$ cat config.mk
export PLATFORM = sky130hd
export DESIGN_NAME = lprf_queue
export DESIGN_NICKNAME = d
export VERILOG_FILES = /design/src/rtl/lprf_queue.sv
export SDC_FILE = /design/constraint.sdc
export NUM_CORES = 1
export LEC_CHECK = 0
export ABC_CLOCK_PERIOD_IN_PS = 2740
export BUFFER_PORTS_ARGS = -buffer_cell sky130_fd_sc_hd__buf_2
export CAP_MARGIN = 5
export CORE_MARGIN = 2
export CORE_UTILIZATION = 40
export CTS_CLUSTER_DIAMETER = 60
export CTS_CLUSTER_SIZE = 25
export DETAILED_ROUTE_END_ITERATION = 12
export GPL_ROUTABILITY_DRIVEN = 1
export HOLD_SLACK_MARGIN = 0.05
export PLACE_DENSITY = 0.66
export SLEW_MARGIN = 20
export SYNTH_ARGS = -nofsm -noshare
export SYNTH_HDL_FRONTEND = slang
export SYNTH_SLANG_ARGS = --single-unit
$ cat constraint.sdc
create_clock -name clk -period 2.74 [get_ports clk]
set_input_delay 0.137 -clock clk [delete_from_list [all_inputs] [get_ports clk]]
set_output_delay 0.137 -clock clk [all_outputs]
set_load 0.01 [all_outputs]
$ cat src/rtl/lprf_queue.sv
// Two-entry first-in first-out queue with valid/ready on both sides.
`timescale 1ns / 1ps
`default_nettype none
module lprf_queue #(
    parameter int WIDTH = 8
) (
    input  wire logic             clk,
    input  wire logic             rst_n,
    input  wire logic             in_valid,
    output logic                  in_ready,
    input  wire logic [WIDTH-1:0] in_data,
    output logic                  out_valid,
    input  wire logic             out_ready,
    output logic [WIDTH-1:0]      out_data
);

    logic [WIDTH-1:0] slot_reg [2];
    logic             wr_sel_reg;
    logic             wr_sel_next;
    logic             rd_sel_reg;
    logic             rd_sel_next;
    logic [1:0]       count_reg;
    logic [1:0]       count_next;
    logic             do_wr;
    logic             do_rd;

    assign in_ready  = (count_reg != 2'd2);
    assign out_valid = (count_reg != 2'd0);
    assign out_data  = slot_reg[rd_sel_reg];
    assign do_wr     = in_valid && in_ready;
    assign do_rd     = out_valid && out_ready;

    always_comb
    begin
        wr_sel_next = do_wr ? ~wr_sel_reg : wr_sel_reg;
        rd_sel_next = do_rd ? ~rd_sel_reg : rd_sel_reg;
        count_next  = count_reg;
        if (do_wr && !do_rd)
        begin
            count_next = count_reg + 2'd1;
        end
        else if (do_rd && !do_wr)
        begin
            count_next = count_reg - 2'd1;
        end
    end

    always_ff @(posedge clk or negedge rst_n)
    begin
        if (!rst_n)
        begin
            wr_sel_reg <= 1'b0;
            rd_sel_reg <= 1'b0;
            count_reg  <= 2'd0;
        end
        else
        begin
            wr_sel_reg <= wr_sel_next;
            rd_sel_reg <= rd_sel_next;
            count_reg  <= count_next;
        end
    end

    always_ff @(posedge clk)
    begin
        if (do_wr)
        begin
            slot_reg[wr_sel_reg] <= in_data;
        end
    end

endmodule
`default_nettype wire

Word level (Yosys, flattened, before mapping)

Memories as Yosys holds them, arrays and structs flattened.
Index checks and enable logic that the tools add are counted.

Flip-flop bits (word level): 4
RAM bits: 16
Bits of input ports: 12
Output and inout bits: 10
Word-level logic and storage cells: 21
Memories: 1

Memory list:

| memory   | depth | bits a word | rd ports | clocked after Yosys merged registers in | write ports | line | source |
|---|---|---|---|---|---|---|---|
| slot_reg | 2     | 8           | 1        | 0                                       | 1           | 17   | `logic [WIDTH-1:0] slot_reg [2];` |

Add/subtract/negate cells: 2
Eq/ne operators: 1
Mux-type cells: 4
Bitwise gates (word level): 2
Reduce and logical (&&, ||, !) cells: 8

Operators by type and width:

| kind                                                                | count |
|---|---|
| 1-bit logical AND                                                   | 4 |
| 2-bit 2-to-1 mux                                                    | 2 |
| 2-bit nonzero test                                                  | 2 |
| 2-bit by 1-bit adder with 2-bit output (second input constant)      | 1 |
| 1-bit zero test                                                     | 2 |
| 1-bit 2-to-1 mux                                                    | 2 |
| 2-bit != test (second input constant)                               | 1 |
| 1-bit NOT                                                           | 2 |
| 2-bit by 1-bit subtractor with 2-bit output (second input constant) | 1 |

Longest topological paths before layout

Depth in word-level cells: 6
Mapped depth: 7
Depth with buffers taken out: 7

Worst setup path before layout

Ideal clock, no wire load.

Kind: register -> register
From: reg count_reg[0]
To: mem slot_reg[0][0], enable pin
Arrival time: 1.016 ns
Slack: 1.354 ns
Stages on the path, launching flop included: 4
Path buffers: 0
Period minus slack after synthesis: 1.386 ns
Cells stage by stage: dfrtp_1 -> nand2b_4 -> nand2_1 -> nor2_1

Cells in the longest elaborated chain, start to end: 4

Ends and longest elaborated chain:

| what                                   | line | source |
|---|---|---|
| from (decl)                            | 22   | `logic [1:0] count_reg;` |
| from (signal assigned)                 | 60   | `count_reg <= count_next;` |
| 2-bit != test                          | 27   | `assign in_ready = (count_reg != 2'd2);` |
| net in_ready                           | 10   | `output logic in_ready,` |
| 1-bit logical AND                      | 30   | `assign do_wr = in_valid && in_ready;` |
| 1-bit 2-to-1 mux                       | 66   | `if (do_wr)` |
| 1-bit 2-to-1 mux (not written as such) | 68   | `slot_reg[wr_sel_reg] <= in_data;` |
| to (decl)                              | 17   |  |

The timed path passes the listed nets, and every way through them passes these cells.

Worst setup path after layout

From: reg count_reg[0]
To: mem slot_reg[0][0], enable pin

Cells in the longest elaborated chain, start to end: 4

Ends and longest elaborated chain:

| what                                   | line |
|---|---|
| 2-bit != test                          | 27 |
| 1-bit logical AND                      | 30 |
| 1-bit 2-to-1 mux                       | 66 |
| 1-bit 2-to-1 mux (not written as such) | 68 |

Every way passes these cells.

==> flow_metrics.py <==
metrics = {
    "cts": {
        "h-tree-depth": 1,
        "cts_tree": "yes",
        "cts.repair.resized": 0,
        "cts_setup_buffers": 0,
        "root_buffer": "clkbuf_4",
        "cts_sinks": 20,
        "clk_latency_ns": 0.30,
        "cts_made_buffers": 3,
        "clockBufferDepth": 2,
        "cts.clk_slew.worst_paths_ns": 0.10,
    },
    "global_routing": {
        "grt_pass1_wl_microns": 2170,
        "grt_overflow": 0,
        "grt_use_total": 0.130,
        "antenna_found_initial": 0,
        "grt_max_degree": 12,
        "grt_pass1_vias": 501,
    },
    "sta": {
        "post-route-period-util": 0.574,
        "setup-violations-final": 0,
        "whs_ns": 0.0982,
        "worst_slew_pin_slew_ns": 0.683,
        "hold_viol": 0,
        "max_freq_ghz": 0.635,
        "relSlewSlack": 0.543,
        "finClkSkew_ns": 0.0117,
        "drv_slew": 0,
        "setup-tns-final_ns": 0,
        "rsz0062_at_grt": "false",
        "min_period_ns": 1.57,
    },
    "power_and_ir_drop": {
        "pwr-share-comb": 0.355,
        "switching_share": 0.320,
        "p_sw_mw": 0.312,
        "ir_drop_v": 0.000654,
        "clockPowerShare": 0.142,
        "p_int_mw": 0.664,
        "p_seq_frac": 0.502,
        "p_leak_nw": 0.421,
        "powerDensity_nw_per_um2": 941,
    },
    "worst_hold_path": {
        "hp-class": "primary input to register",
    },
    "die": {
        "initial_core_util": 0.414,
        "die-height_microns": 48.4,
        "die_area_sq_um": 2340,
        "fp.coreArea_sq_um": 1900,
        "std_cell_rows": 16,
        "io_pins": 22,
        "dieWidth_microns": 48.4,
    },
    "placed_design": {
        "dp_hpwl_microns": 863,
        "place_congestion": 0.664,
        "numPortBuffers": 21,
    },
    "yosys": {
        "ys_types": 14,
        "netlist_instances": 43,
        "syn_area_sq_um": 787,
        "synth_edf_count": 16,
        "ys_ff_latch": 20,
        "synth_ff_type": "edfxtp_1",
        "synthTopCellsByCount": "16 x edfxtp_1, 8 x mux2_2, 4 x dfrtp_1, 3 x xnor2_1",
        "synthArstFlopShare": 0.200,
        "yosysWarnings": 0,
        "yosys-top-cells-area": "edfxtp_1 61%, dfrtp_1 13%, mux2_2 11%",
        "synth_seq_area_share": 0.738,
        "yosysMostFrequentCell": "edfxtp_1",
        "synth_nets": 56,
        "syn_area_per_cell_sq_um": 18.3,
        "yosys.area.top_type": "edfxtp_1",
        "yosysTopAreaCellShare": 0.610,
    },
    "drt": {
        "dr_total_vias": 461,
        "ant_nets": 0,
        "firstDrtPassIters": 2,
        "via_per_inst": 4.48,
        "wl_per_cell_microns": 12.5,
        "first_iter_violations": 5,
        "drc": 0,
        "finalWirelength_microns": 1280,
    },
    "final_layout": {
        "diodes": 0,
        "fill_cells": 174,
        "drive_gt1_frac": 0.461,
        "largest_reg_flops": 16,
        "final_nets": 90,
        "synthToLayoutAreaGrowth_pct": 31.8,
    },
    "setup_path": {
        "critical_path_class": "register to register",
        "endpoint_kind": "register",
        "worstPathArrival_ns": 1.51,
        "crit_fanout": 8,
        "start_kind": "register",
        "crit_required_ns": 2.67,
    },
    "flow_run": {
        "drv_cap": 0,
    },
    "outcome": {
        "status": "finished clean",
    },
}
==> worst paths after layout <==
check                             start              to  slack (ns)  cells after the start
hold / removal                out_ready      rd_sel_reg         0.1                      3
min in group asynchronous         rst_n      wr_sel_reg        0.15                      2
setup reg to reg           count_reg[0]  slot_reg[0][0]        1.17                      3
hold reg to reg              wr_sel_reg      wr_sel_reg        0.53                      1
setup / recovery           count_reg[0]  slot_reg[0][0]        1.17                      3
max in group asynchronous         rst_n      rd_sel_reg        2.45                      2
==> metal layers <==
metal,track usage,wire length (microns)
met5,0,0
met4,0.100,12
met3,0.0216,50
met2,0.231,700
met1,0.136,521
==> through the flow <==
stage                     instances  setup slack (ns)   util  area [sq um]  power (mW)
after floorplan                  43              1.35      -           787       0.726
after global placement           90              1.23  0.484           921       0.824
after detailed placement         90              1.15  0.484           921       0.840
after CTS                       103              1.14  0.545          1040       0.989
after global routing            103              1.02  0.545          1040        1.04
final                           103              1.17  0.545          1040       0.976
==> cell usage in the layout (no fill, tap or decap) <==
cell / Yosys / routed
buf_2: 1 / 21
edfxtp_1: 16 / 16
dlygate4sd3_1: 0 / 9
mux2_2: 8 / 8
dfrtp_1: 4 / 4
xnor2_1: 3 / 3
clkbuf_4: 0 / 3
nor2_1: 2 / 2
xor2_1: 2 / 2
nand2b_4: 1 / 1
nand2_1: 1 / 1
inv_1: 1 / 1
or2_4: 1 / 1
nand2_4: 1 / 1
and3_1: 1 / 1
ha_1: 1 / 1
clkinv_1: 0 / 1
==> worst max-delay path: stages, from the launching register on <==
cell and delay (ns):
dfrtp_1 0.43, nand2b_4 0.16, nand2_1 0.09, nor2_1 0.54
==> cells by family after synthesis <==
kind of cell / after synthesis / share of synthesized area
XOR/XNOR: 5 / 0.0557
adder cells (fa/ha/maj): 1 / 0.0159
buffers and inverters: 2 / 0.0111
flip-flops: 20 / 0.738
multiplexers: 8 / 0.114
AND/OR/NAND/NOR: 7 / 0.0652
==> repair_timing <==
action,4_1_cts,5_1_grt
setup endpoints to repair,0,0
endpoints found under the hold margin,20,0
hold buffers,9,0
==> power groups by stage <==
| stage | Combinational, mW | Clock [mW] | Sequential, mW |
|---|---|---|---|
| 6_report | 0.347 | 0.139 | 0.490 |
| 3_5_place_dp | 0.341 | 0 | 0.499 |
| 3_3_place_gp | 0.332 | 0 | 0.492 |
| 5_1_grt | 0.383 | 0.157 | 0.503 |
| 2_1_floorplan | 0.264 | 0 | 0.462 |
| 4_1_cts | 0.354 | 0.144 | 0.492 |
==> cell type report <==
| type | count | area [sq um] | share of cell area |
|---|---|---|---|
| repair buffers | 30 | 195 | 0.188 |
| multi-input cells | 21 | 198 | 0.191 |
| well taps | 27 | 33.8 | 0.0326 |
| clock inverters | 1 | 3.75 | 0.00362 |
| clock buffers | 3 | 22.5 | 0.0217 |
| flip-flops and latches | 20 | 581 | 0.560 |
| inverters | 1 | 3.75 | 0.00362 |
(Power assumes the default switching activity.)
